## config.mk

```make
export PLATFORM = sky130hd
export DESIGN_NAME = multi_channel_quadrature_decoder
export DESIGN_NICKNAME = d
export VERILOG_FILES = /design/src/rtl/core/mcqd_pkg.sv /design/src/rtl/core/multi_channel_quadrature_decoder.sv
export SDC_FILE = /design/constraint.sdc
export NUM_CORES = 2
export LEC_CHECK = 0
export CELL_PAD_IN_SITES_DETAIL_PLACEMENT = 0
export CELL_PAD_IN_SITES_GLOBAL_PLACEMENT = 1
export CORE_MARGIN = 10
export CORE_UTILIZATION = 53
export CTS_CLUSTER_DIAMETER = 100
export DETAILED_ROUTE_END_ITERATION = 6
export DONT_BUFFER_PORTS = 1
export MAX_ROUTING_LAYER = met4
export PLACE_DENSITY_LB_ADDON = 0.1
export SLEW_MARGIN = 0
export SYNTH_ARGS = -nofsm -noshare
export SYNTH_HDL_FRONTEND = slang
export SYNTH_SLANG_ARGS = --single-unit
export TNS_END_PERCENT = 10
```

## constraint.sdc

```tcl
create_clock -name clk -period 6.53 [get_ports clk]
set_clock_uncertainty 0.15 [all_clocks]
set_input_delay 0.653 -clock clk [delete_from_list [all_inputs] [get_ports clk]]
set_output_delay 0.653 -clock clk [all_outputs]
set_load 0.1 [all_outputs]
```

## src/rtl/core/mcqd_pkg.sv

```systemverilog
// Shared types and constants for the multi-channel quadrature decoder.
// No dependencies; imported by the decoder top level.
`default_nettype none
package mcqd_pkg;

	// Command codes of an input item.
	localparam logic [2:0] CMD_SAMPLE = 3'd0;
	localparam logic [2:0] CMD_ENABLE = 3'd1;
	localparam logic [2:0] CMD_DISABLE = 3'd2;
	localparam logic [2:0] CMD_CONFIG = 3'd3;
	localparam logic [2:0] CMD_SET = 3'd4;
	localparam logic [2:0] CMD_CHAN_EN = 3'd5;
	localparam logic [2:0] CMD_READ = 3'd6;

	// Event codes of a result item.
	localparam logic [2:0] EV_CW = 3'd0;
	localparam logic [2:0] EV_CCW = 3'd1;
	localparam logic [2:0] EV_BTN_DOWN = 3'd2;
	localparam logic [2:0] EV_BTN_UP = 3'd3;
	localparam logic [2:0] EV_READ = 3'd4;

	// Direction codes from the transition table.
	localparam logic [1:0] DIR_NONE = 2'd0;
	localparam logic [1:0] DIR_PLUS = 2'd1;
	localparam logic [1:0] DIR_MINUS = 2'd2;

	localparam logic [15:0] SAMPLE_RESET = 16'hFFFF;
	localparam logic [1:0] QUAD_RESET = 2'b11;

	typedef struct packed {
		logic [2:0] command;
		logic [15:0] gpio;
		logic [2:0] channel;
		logic signed [31:0] min_value;
		logic signed [31:0] max_value;
		logic signed [31:0] step_size;
		logic signed [31:0] value;
		logic flag;
	} cmd_item_t;

	typedef struct packed {
		logic [2:0] channel_out;
		logic [2:0] event_res;
		logic signed [31:0] position;
		logic button_state;
		logic pressed_flag;
		logic [31:0] update_count;
		logic last;
	} res_item_t;

	// 4x transition table indexed by {old pair, new pair}.
	function automatic logic [1:0] quad_dir(input logic [3:0] idx);
		logic [1:0] d;
		case (idx)
			4'd2, 4'd4, 4'd11, 4'd13: d = DIR_PLUS;
			4'd1, 4'd7, 4'd8, 4'd14: d = DIR_MINUS;
			default: d = DIR_NONE;
		endcase
		return d;
	endfunction

endpackage
`default_nettype wire

```

## src/rtl/core/multi_channel_quadrature_decoder.sv

```systemverilog
// Multi-channel quadrature decoder: command decode, channel walk with one shared
// adder and clamp, and a result output register. Depends on mcqd_pkg.
//
//  channel | direction | handshake           | payload
//  cmd     | in        | cmd_valid/cmd_stall | cmd_item (mcqd_pkg::cmd_item_t)
//  res     | out       | res_valid/res_stall | res_item (mcqd_pkg::res_item_t)
//
// An item is accepted and then dispatched. A changed sample on an enabled block then
// walks the channels over the shared adder and clamp: a disabled channel takes only
// the add state, the others add and switch, or with rotation add, clamp and switch,
// and a flush follows. A set takes a clamp and a flush, a read a flush.
// Results wait in a one-entry hold stage so the final one can carry last; a
// stalled output pauses the walk. Reset (arst_n low) restores all channel state.
`default_nettype none
module multi_channel_quadrature_decoder #(
	parameter int CHANNELS = 5
) (
	input wire logic clk,
	input wire logic arst_n,
	input wire logic cmd_valid,
	output logic cmd_stall,
	input wire mcqd_pkg::cmd_item_t cmd_item,
	output logic res_valid,
	input wire logic res_stall,
	output mcqd_pkg::res_item_t res_item
);
	import mcqd_pkg::*;

	localparam int IW = (CHANNELS > 1) ? $clog2(CHANNELS) : 1;
	localparam logic [2:0] LAST_CH = 3'(CHANNELS - 1);

	localparam logic [2:0] ST_IDLE = 3'd0;
	localparam logic [2:0] ST_DISP = 3'd1;
	localparam logic [2:0] ST_ADD = 3'd2;
	localparam logic [2:0] ST_CLAMP = 3'd3;
	localparam logic [2:0] ST_BTN = 3'd4;
	localparam logic [2:0] ST_FLUSH = 3'd5;

	logic [2:0] state_q;
	cmd_item_t cmd_q;
	logic [2:0] ch_q;
	logic set_q;
	logic [1:0] dir_q;
	logic signed [33:0] sum_q;

	logic signed [31:0] pos_q [CHANNELS];
	logic signed [31:0] lo_q [CHANNELS];
	logic signed [31:0] hi_q [CHANNELS];
	logic signed [31:0] step_q [CHANNELS];
	logic [1:0] quad_q [CHANNELS];
	logic btn_q [CHANNELS];
	logic chg_q [CHANNELS];
	logic chen_q [CHANNELS];
	logic blk_en_q;
	logic [15:0] prev_q;
	logic [31:0] cnt_q;

	res_item_t pend_q;
	logic pend_valid_q;
	res_item_t out_q;
	logic out_valid_q;

	logic [IW-1:0] idx;
	logic ch_ok;
	logic [2:0] trip;
	logic [1:0] new_quad;
	logic [1:0] dir;
	logic signed [33:0] add_a;
	logic signed [33:0] add_b;
	logic signed [33:0] add_sum;
	logic signed [33:0] lo_ext;
	logic signed [33:0] hi_ext;
	logic signed [31:0] clamped;
	logic out_free;
	logic can_gen;
	logic push_v;
	res_item_t push_d;
	logic sw_pressed;
	logic read_pr;

	// Channel addressing and pin extraction; the clock pin is the high bit of the pair.
	always_comb begin
		idx = ch_q[IW-1:0];
		ch_ok = (32'(ch_q) < CHANNELS);
		trip = cmd_q.gpio[3*ch_q +: 3];
		new_quad = {trip[0], trip[1]};
		dir = quad_dir({quad_q[idx], new_quad});
		sw_pressed = ~trip[2];
		read_pr = chg_q[idx] & btn_q[idx];
	end

	// Shared adder: position plus signed step, or a raw value for set.
	always_comb begin
		if (cmd_q.command == CMD_SET) begin
			add_a = 34'(cmd_q.value);
			add_b = '0;
		end else begin
			add_a = 34'(pos_q[idx]);
			add_b = (dir == DIR_PLUS) ? 34'(step_q[idx]) : -34'(step_q[idx]);
		end
		add_sum = add_a + add_b;
	end

	// Shared clamp: lower bound is tested first.
	always_comb begin
		lo_ext = 34'(lo_q[idx]);
		hi_ext = 34'(hi_q[idx]);
		if (sum_q < lo_ext) begin
			clamped = lo_q[idx];
		end else if (sum_q > hi_ext) begin
			clamped = hi_q[idx];
		end else begin
			clamped = sum_q[31:0];
		end
	end

	assign out_free = !out_valid_q || !res_stall;
	assign can_gen = !pend_valid_q || out_free;

	// Hold stage drains to the output register when a newer result arrives or at the end.
	always_comb begin
		push_v = 1'b0;
		push_d = pend_q;
		push_d.last = 1'b0;
		if (state_q == ST_CLAMP && !set_q && can_gen) begin
			push_v = pend_valid_q;
		end else if (state_q == ST_BTN && sw_pressed != btn_q[idx] && can_gen) begin
			push_v = pend_valid_q;
		end else if (state_q == ST_FLUSH && pend_valid_q && out_free) begin
			push_v = 1'b1;
			push_d.last = 1'b1;
		end
	end

	// Sequencer and channel state.
	always_ff @(posedge clk or negedge arst_n) begin
		if (!arst_n) begin
			state_q <= ST_IDLE;
			pend_valid_q <= 1'b0;
			blk_en_q <= 1'b0;
			prev_q <= SAMPLE_RESET;
			cnt_q <= '0;
			ch_q <= '0;
			set_q <= 1'b0;
			for (int i = 0; i < CHANNELS; i++) begin
				pos_q[i] <= '0;
				lo_q[i] <= 32'sh8000_0000;
				hi_q[i] <= 32'sh7FFF_FFFF;
				step_q[i] <= 32'sd1;
				quad_q[i] <= QUAD_RESET;
				btn_q[i] <= 1'b0;
				chg_q[i] <= 1'b0;
				chen_q[i] <= 1'b1;
			end
		end else begin
			case (state_q)
				ST_IDLE: begin
					if (cmd_valid) begin
						cmd_q <= cmd_item;
						ch_q <= cmd_item.channel;
						state_q <= ST_DISP;
					end
				end
				ST_DISP: begin
					case (cmd_q.command)
						CMD_SAMPLE: begin
							if (blk_en_q && cmd_q.gpio != prev_q) begin
								cnt_q <= cnt_q + 32'd1;
								prev_q <= cmd_q.gpio;
								ch_q <= '0;
								state_q <= ST_ADD;
							end else begin
								state_q <= ST_IDLE;
							end
						end
						CMD_ENABLE: begin
							if (!blk_en_q) begin
								prev_q <= cmd_q.gpio;
								blk_en_q <= 1'b1;
								for (int i = 0; i < CHANNELS; i++) begin
									quad_q[i] <= {cmd_q.gpio[3*i], cmd_q.gpio[3*i+1]};
									btn_q[i] <= ~cmd_q.gpio[3*i+2];
								end
							end
							state_q <= ST_IDLE;
						end
						CMD_DISABLE: begin
							blk_en_q <= 1'b0;
							state_q <= ST_IDLE;
						end
						CMD_CONFIG: begin
							if (ch_ok) begin
								lo_q[idx] <= cmd_q.min_value;
								hi_q[idx] <= cmd_q.max_value;
								step_q[idx] <= cmd_q.step_size;
								pos_q[idx] <= cmd_q.value;
							end
							state_q <= ST_IDLE;
						end
						CMD_SET: begin
							if (ch_ok) begin
								sum_q <= add_sum;
								set_q <= 1'b1;
								state_q <= ST_CLAMP;
							end else begin
								state_q <= ST_IDLE;
							end
						end
						CMD_CHAN_EN: begin
							if (ch_ok) chen_q[idx] <= cmd_q.flag;
							state_q <= ST_IDLE;
						end
						CMD_READ: begin
							pend_q.channel_out <= ch_q;
							pend_q.event_res <= EV_READ;
							pend_q.update_count <= cnt_q;
							pend_q.last <= 1'b0;
							if (ch_ok) begin
								pend_q.position <= pos_q[idx];
								pend_q.button_state <= btn_q[idx];
								pend_q.pressed_flag <= read_pr;
								if (read_pr) chg_q[idx] <= 1'b0;
							end else begin
								pend_q.position <= '0;
								pend_q.button_state <= 1'b0;
								pend_q.pressed_flag <= 1'b0;
							end
							pend_valid_q <= 1'b1;
							state_q <= ST_FLUSH;
						end
						default: state_q <= ST_IDLE;
					endcase
				end
				ST_ADD: begin
					if (!chen_q[idx]) begin
						if (ch_q == LAST_CH) begin
							state_q <= ST_FLUSH;
						end else begin
							ch_q <= ch_q + 3'd1;
						end
					end else begin
						quad_q[idx] <= new_quad;
						dir_q <= dir;
						sum_q <= add_sum;
						state_q <= (dir == DIR_NONE) ? ST_BTN : ST_CLAMP;
					end
				end
				ST_CLAMP: begin
					if (set_q) begin
						pos_q[idx] <= clamped;
						set_q <= 1'b0;
						state_q <= ST_FLUSH;
					end else if (can_gen) begin
						pos_q[idx] <= clamped;
						pend_q.channel_out <= ch_q;
						pend_q.event_res <= (dir_q == DIR_PLUS) ? EV_CW : EV_CCW;
						pend_q.position <= clamped;
						pend_q.button_state <= btn_q[idx];
						pend_q.pressed_flag <= 1'b0;
						pend_q.update_count <= cnt_q;
						pend_q.last <= 1'b0;
						pend_valid_q <= 1'b1;
						state_q <= ST_BTN;
					end
				end
				ST_BTN: begin
					if (sw_pressed == btn_q[idx] || can_gen) begin
						if (sw_pressed != btn_q[idx]) begin
							btn_q[idx] <= sw_pressed;
							chg_q[idx] <= 1'b1;
							pend_q.channel_out <= ch_q;
							pend_q.event_res <= sw_pressed ? EV_BTN_DOWN : EV_BTN_UP;
							pend_q.position <= pos_q[idx];
							pend_q.button_state <= sw_pressed;
							pend_q.pressed_flag <= 1'b0;
							pend_q.update_count <= cnt_q;
							pend_q.last <= 1'b0;
							pend_valid_q <= 1'b1;
						end
						if (ch_q == LAST_CH) begin
							state_q <= ST_FLUSH;
						end else begin
							ch_q <= ch_q + 3'd1;
							state_q <= ST_ADD;
						end
					end
				end
				ST_FLUSH: begin
					if (!pend_valid_q) begin
						state_q <= ST_IDLE;
					end else if (out_free) begin
						pend_valid_q <= 1'b0;
						state_q <= ST_IDLE;
					end
				end
				default: state_q <= ST_IDLE;
			endcase
		end
	end

	// Output register.
	always_ff @(posedge clk or negedge arst_n) begin
		if (!arst_n) begin
			out_valid_q <= 1'b0;
		end else if (out_free) begin
			out_valid_q <= push_v;
			if (push_v) out_q <= push_d;
		end
	end

	assign cmd_stall = (state_q != ST_IDLE);
	assign res_valid = out_valid_q;
	assign res_item = out_q;

	// Checks on the sequencer and hold stage.
	a_idle_empty: assert property (@(posedge clk) disable iff (!arst_n)
		(state_q == ST_IDLE) |-> !pend_valid_q)
		else $error("hold stage not drained at idle");
	a_push_free: assert property (@(posedge clk) disable iff (!arst_n)
		push_v |-> out_free)
		else $error("push into a full output register");
	a_walk_range: assert property (@(posedge clk) disable iff (!arst_n)
		(state_q == ST_ADD || state_q == ST_BTN) |-> ch_ok)
		else $error("channel walk out of range");
	a_accept_disp: assert property (@(posedge clk) disable iff (!arst_n)
		(cmd_valid && !cmd_stall) |=> (state_q == ST_DISP))
		else $error("accepted item not dispatched");

endmodule
`default_nettype wire
```

---- After elaboration in Yosys (flattened, before gate mapping) ----
Memories as Yosys holds them, arrays and structs flattened.
Index checks and enable logic that the tools add are counted.
cells by class
  eq/ne operators ......................... 38
  add/sub/neg operators ................... 4
  div/mod/pow operators ................... 0
  reduce and logical (&&, ||, !) cells .... 46
  order comparisons ....................... 5
  multiplexer cells ....................... 115
  $mul .................................... 1
  shifts and indexed selects .............. 1
  bitwise gates (word level) .............. 11
operator list
  cell                   number
  $bwmux 160             5
  $mux 160               4
  $bmux 32 s3            4
  $mux 73                5
  $mux 32                11
  $pmux 160 s2           1
  $mux 34                7
  $pmux 73 s3            1
  $demux 32 s3           1
  $pmux 34 s2            1
  $mux 3                 16
  $mux 5                 9
  $add 34x34->34         1
  $gt 34x32->1           1
  $lt 34x32->1           1
  $neg 32->34            1
  $add 32x1->32 const B  1
  $mux 16                2
  $pmux 16 s2            1
  $mux 10                3
  $ne 2x2->1 const B     13
  $mux 1                 21
  $reduce_and 3->1       7
  $pmux 10 s2            1
  48 further kinds       103
word-level totals
  memories kept ........................... 1
  RAM bits ................................ 0
  register bits ........................... 1052
  bits in read-only memories .............. 32
  input bits .............................. 155
  logic and storage cells ................. 292
  bits in latches ......................... 0
  output and inout bits ................... 75
memory list
  memory           words  bits a word  rd ports  clocked after Yosys merged registers in  wr ports  line            text
  (no name shown)  16     2            1         0                                        0         mcqd_pkg.sv:54  case (idx)

---- Longest topological paths before layout ----
An unclocked memory read counts as a cell.
  word-level depth ........................ 12
  depth in mapped cells ................... 27
  mapped depth without buffers ............ 18

---- Worst setup path after synthesis ----
No wires, ideal clock.
  kind .................................... register to register
  from .................................... register ch_q[2]
  to ...................................... register sum_q[32], data pin
  path buffers ............................ 10
  arrival time ............................ 5396 ps
  cell stages (with the launch flop) ...... 28
  setup slack ............................. 726 ps
  required time ........................... 6122 ps
  clock period less this slack ............ 5804 ps
  library setup time ...................... 258 ps
  path through ............................ dfrtp_1 buf_2 buf_2 buf_2 buf_2 buf_2 buf_2 clkbuf_1 clkbuf_1 and3_1 a21oi_1 ha_1 and2_1 and4_1 buf_2 a21oi_1 xor2_1 nor2_1 ha_1 clkbuf_1 a21o_1 a21oi_1 nand2_1 a221o_1 a31oi_1 o311ai_0 a31oi_1 xnor2_1
on the way
  longest elaborated chain between the ends .. 12
ends and longest elaborated chain
  item                                                                 line                                     text
  start, declared                                                      multi_channel_quadrature_decoder.sv:41   logic [2:0] ch_q;
  start signal, assigned                                               multi_channel_quadrature_decoder.sv:160  ch_q <= cmd_item.channel;
  start signal, assigned                                               multi_channel_quadrature_decoder.sv:239  ch_q <= ch_q + 3'd1;
  start signal, assigned                                               multi_channel_quadrature_decoder.sv:283  ch_q <= ch_q + 3'd1;
  parallel branches: the longest is 8 deep, another holds $mul 2x3->5  --
  $add 34x34->34 *                                                     multi_channel_quadrature_decoder.sv:101  add_sum = add_a + add_b;
  via add_sum[32]                                                      multi_channel_quadrature_decoder.sv:70   logic signed [33:0] add_sum;
  $mux 34                                                              multi_channel_quadrature_decoder.sv:201  if (ch_ok) begin
  $mux 34                                                              multi_channel_quadrature_decoder.sv:165  case (cmd_q.command)
  $pmux 34 s2 *                                                        multi_channel_quadrature_decoder.sv:156  case (state_q)
  end signal, assigned                                                 multi_channel_quadrature_decoder.sv:202  sum_q <= add_sum;
  end signal, assigned                                                 multi_channel_quadrature_decoder.sv:244  sum_q <= add_sum;
  end, declared                                                        multi_channel_quadrature_decoder.sv:44   logic signed [33:0] sum_q;
Mark *: on every way through the listed nets, which the timed path passes. The select of a mux whose other input is x is not followed.
A chain may end at the register's enable or synchronous reset.

---- Worst setup path in the final report ----
  from .................................... register ch_q[0]
  to ...................................... register pos_q[46] (netlist bit)
on the way
  longest elaborated chain between the ends .. 11
ends and longest elaborated chain
  item                                         line                                                                              text
  $not 3->4 (implied by the code)              --
  $bmux 32 s3                                  multi_channel_quadrature_decoder.sv:107, multi_channel_quadrature_decoder.sv:111
  $mux 32 (implied by the code) (2 in series)  multi_channel_quadrature_decoder.sv:107, multi_channel_quadrature_decoder.sv:111
  $gt 34x32->1                                 multi_channel_quadrature_decoder.sv:110                                           end else if (sum_q > hi_ext) begin
  $mux 32                                      multi_channel_quadrature_decoder.sv:110
  $mux 32                                      multi_channel_quadrature_decoder.sv:108                                           if (sum_q < lo_ext) begin
  $bwmux 160                                   multi_channel_quadrature_decoder.sv:250, multi_channel_quadrature_decoder.sv:254
  $mux 160                                     multi_channel_quadrature_decoder.sv:253                                           end else if (can_gen) begin
  $mux 160                                     multi_channel_quadrature_decoder.sv:249                                           if (set_q) begin
  $pmux 160 s2                                 multi_channel_quadrature_decoder.sv:156
  end signal, assigned by index                multi_channel_quadrature_decoder.sv:196                                           pos_q[idx] <= cmd_q.value;
  end signal, assigned by index                multi_channel_quadrature_decoder.sv:250                                           pos_q[idx] <= clamped;
  end signal, assigned by index                multi_channel_quadrature_decoder.sv:254                                           pos_q[idx] <= clamped;
  end, declared                                multi_channel_quadrature_decoder.sv:46                                            logic signed [31:0] pos_q [CHANNELS];
Parallel ways exist; a longest one is shown, timed or not. The select of a mux whose other input is x is not followed.

==> run summary <==
================================================================================
Result of the run                                                      completed
Critical Path Source Type                                                   flop
Post-detailed-routing wire length                                      149000 µm
Max Clock Freq                                                           165 MHz
Area growth from synthesis to layout                                       14.5%
Clock tree root buffer cell                                         sky130_fd_sc_hd__clkbuf_16
DR vias                                                                    34222
Critical Path End Type                                                      flop
Total nets after synthesis                                                  4281
Prevailing post-synth register cell                                 sky130_fd_sc_hd__dfrtp_1
Power per cell area                                                   547 nW/µm²
Type of the most critical hold path                                 input port to flop
Final Instance Area                                                    56800 µm²
Leading cell types by total area after synthesis                    sky130_fd_sc_hd__dfrtp_1 (27%), sky130_fd_sc_hd__edfxtp_1 (20%), sky130_fd_sc_hd__mux2_2 (12%)
Chip height                                                               326 µm
CTS H-Tree Depth                                                               3
Critical path buffer and inverter count                                        5
Top fanout value on the critical path                                         41
Post-Synthesis Cells                                                        4021
Number of synthesized flops with an enable pin                               329
Total of buffers placed on input and output ports                              0
Slew headroom                                                              30.3%
Required @ worst endpoint                                                6.96 ns
Yosys Warn Count                                                               0
Total power                                                              31.1 mW
Worst-Margin Slew                                                        1.05 ns
Cell family with most CP delay                                      compound AO/OA/AOI/OAI gates
Cell type with the highest aggregate area in the netlist            sky130_fd_sc_hd__dfrtp_1
Count of nets after finishing                                               4435
Initial core utilization                                                   53.3%
Number of sinks driven by the clock tree                                    1052
Synth unique cells                                                            88
Series of cell instances along the critical path                    and2b_2 -> buf_4 -> buf_12 -> a22oi_1 -> o22ai_1 -> inv_1 -> ha_1 -> nand4_1 -> nor4_1 -> o2111ai_1 -> o211ai_1 -> nor2_2 -> buf_4 -> o21ai_0 -> a21oi_1 -> buf_4 -> o41ai_1
Clock period minus worst slack                                           6.06 ns
Total leakage power                                                      23.8 nW
Data arrival time of the critical path                                   6.49 ns
Count of cells resized by post-cts repair                                      0
Area of the placeable core                                             93200 µm²
Post-synthesis average cell area                                        12.3 µm²
Post-route core utilization                                                61.0%
Clock latency reported for the late side of the worst-skew pair          0.72 ns
Clock-pin transition on the worst setup and hold timing paths            0.06 ns
Final Setup Violations                                                         0
Dominant cell type by count on the critical path                    sky130_fd_sc_hd__buf_4
Maximum vdd drop                                                      0.000370 V
CP Class                                                            flop to flop
Cell types with the highest counts after synthesis                  sky130_fd_sc_hd__dfrtp_1 (527), sky130_fd_sc_hd__mux2_2 (526), sky130_fd_sc_hd__nor2_1 (393)
Number of max-slew violations in the final report                              0
Clock tree from TritonCTS                                                  built
Seq cells post-synth                                                        1052
Std cell rows                                                                112
Drc violations                                                                 0
Setup repair after global routing missed its margin                           no
Sequential area share after synthesis                                      56.8%
Post-DR vias/cell                                                           6.19
Detailed Routing Iterations Pass 1                                             6
First-pass GRT wire length                                             225000 µm
Fraction of final layout cells with drive strength greater than 1          26.3%
Hold violation count in the final report                                       0
Maximum number of pins on one net before global-route repair                 727
Final Cycle Share                                                          92.8%
Netlist area before placement                                          49600 µm²
Synth async-reset ratio                                                    68.7%
Max cap viols                                                                  0
Routed WL per cell                                                       26.9 µm
Hold buffer count at CTS                                                     151
Area enclosed by the die boundary                                     106000 µm²
Standard cell area after detailed placement                            51500 µm²
X dimension of the die                                                    326 µm
Post-Route Hold Slack                                                   0.151 ns
Number of filler instances in the final layout                              7475
DPL Wire Length                                                        100000 µm
Number of buffers added by the clock tree synthesis step                     108
Number of DRC markers after the initial detailed-route iteration            3332
Final TNS setup                                                             0 ns
I/O pin cnt                                                                  230
CTS Buffer Depth                                                               3
Routed Antenna Nets                                                            0
Placer congestion estimate                                                 0.965
Share of the synthesized area in the top cell type                         26.6%
Number of antenna violations at the first check in global routing              4
Cell with the most instances after synthesis                        sky130_fd_sc_hd__dfrtp_1
Total overflow reported by the global router                                   0
Worst path max stage delay                                               0.88 ns
Number of buffers added for setup after CTS                                    0
Slowest cell on the critical path                                   sky130_fd_sc_hd__dfrtp_4
Via count of the first global-routing pass                                 34726
GRT Resource Usage Total                                                   28.3%
================================================================================
[registers in the layout (all words and copies together) (netlist names), named ones only]
| signal | flops |
|---|---|
| sum_q | 34 |
| res_item | 73 |
| ch_q | 3 |
| hi_q | 160 |
| res_valid | 1 |
| prev_q | 16 |
| step_q | 160 |
| cmd_q | 148 |
| state_q | 3 |
| dir_q | 2 |
| pend_valid_q | 1 |
| btn_q | 5 |
| pend_q | 72 |
| chen_q | 5 |
| lo_q | 160 |
| quad_q | 10 |
| set_q | 1 |
| pos_q | 160 |
| blk_en_q | 1 |
| cnt_q | 32 |
[cell families (layout without fill, tap and decap cells)]
logic type	count (synthesis)	after routing	synth area share [%]
buffers and inverters	298	548	2.55
adder cells (fa/ha/maj)	105	105	2.66
flip-flops	1052	1052	56.8
AND/OR/NAND/NOR	931	931	8.42
AO/OA/AOI/OAI	860	860	12.4
XOR/XNOR	113	113	2.01
other	0	4	0
multiplexers	662	662	15.1
[layout by cell type (no fill, tap or decap), types with 22 or more instances in the layout]
cell,Yosys,routed
sky130_fd_sc_hd__nand4_1,34,34
sky130_fd_sc_hd__buf_4,9,121
sky130_fd_sc_hd__inv_1,51,49
sky130_fd_sc_hd__ha_1,104,104
sky130_fd_sc_hd__mux2_2,526,526
sky130_fd_sc_hd__or2_2,26,26
sky130_fd_sc_hd__edfxtp_1,329,329
sky130_fd_sc_hd__dfstp_2,196,196
sky130_fd_sc_hd__a22oi_1,75,75
sky130_fd_sc_hd__o21ai_0,82,81
sky130_fd_sc_hd__a21o_1,24,24
sky130_fd_sc_hd__clkbuf_1,129,25
sky130_fd_sc_hd__clkbuf_16,0,111
sky130_fd_sc_hd__o41ai_1,60,60
sky130_fd_sc_hd__dlygate4sd3_1,0,152
sky130_fd_sc_hd__o22ai_1,62,62
sky130_fd_sc_hd__nand2b_1,22,22
sky130_fd_sc_hd__a21oi_1,207,206
sky130_fd_sc_hd__nand3_1,80,80
sky130_fd_sc_hd__a32o_1,100,100
sky130_fd_sc_hd__nor3_1,34,34
sky130_fd_sc_hd__a31oi_1,31,31
sky130_fd_sc_hd__xnor2_1,79,79
sky130_fd_sc_hd__mux2i_1,116,114
sky130_fd_sc_hd__o22a_1,30,30
sky130_fd_sc_hd__nor2_1,393,389
sky130_fd_sc_hd__dfrtp_1,527,524
sky130_fd_sc_hd__nand2_1,249,238
sky130_fd_sc_hd__xor2_1,33,33
[where the power goes]
group / internal (mW) / switching [mW] / total (mW) / leakage [nW]
Clock: 3.71 / 2.69 / 6.40 / 1.79
Combinational: 5.18 / 8.10 / 13.3 / 9.80
Sequential: 9.55 / 1.86 / 11.4 / 12.2
Total: 18.4 / 12.7 / 31.1 / 23.8
[cell type report]
cell class	instances	area, µm²	area share (%)
Antenna cell	4	10.0	0.0176
Tap cell	1254	1570	2.76
Clock inverter	62	713	1.26
Timing Repair Buffer	290	2800	4.93
Clock buffer	144	2980	5.25
Sequential cell	1052	28200	49.7
Multi-Input combinational cell	2671	20300	35.8
Inverter	52	196	0.346
[metrics by stage]
step / setup slack (ns) / cells
final: 0.470 / 5529
after global routing: 0.0333 / 5527
after CTS: 0.571 / 5519
after detailed placement: 0.605 / 5162
after global placement: 0.681 / 5162
after floorplan: 0.726 / 4021
[per-layer routing]
layer / wire length [µm] / GRT usage [%]
met3: 9230 / 4.82
met4: 4180 / 8.16
met1: 66300 / 38.5
met2: 69200 / 43.7
met5: 0 / -
[final timing paths]
path                                       from  slack (ns)                endpoint  cells after the start
min in group asynchronous                arst_n        0.24   cnt_q[15]$_DFFE_PN0P_                      2
max in group asynchronous                arst_n        3.27    lo_q[27]$_DFFE_PN0P_                      5
min                               cmd_item[131]        0.15     ch_q[2]$_DFFE_PN0P_                      2
min reg2reg                pend_q[62]$_DFFE_PP_        0.27  res_item[62]$_DFFE_PP_                      0
max                         ch_q[0]$_DFFE_PN0P_        0.47   pos_q[46]$_DFFE_PN0P_                     17
max reg2reg                 ch_q[0]$_DFFE_PN0P_        0.47   pos_q[46]$_DFFE_PN0P_                     17
(Power assumes the default switching activity.)
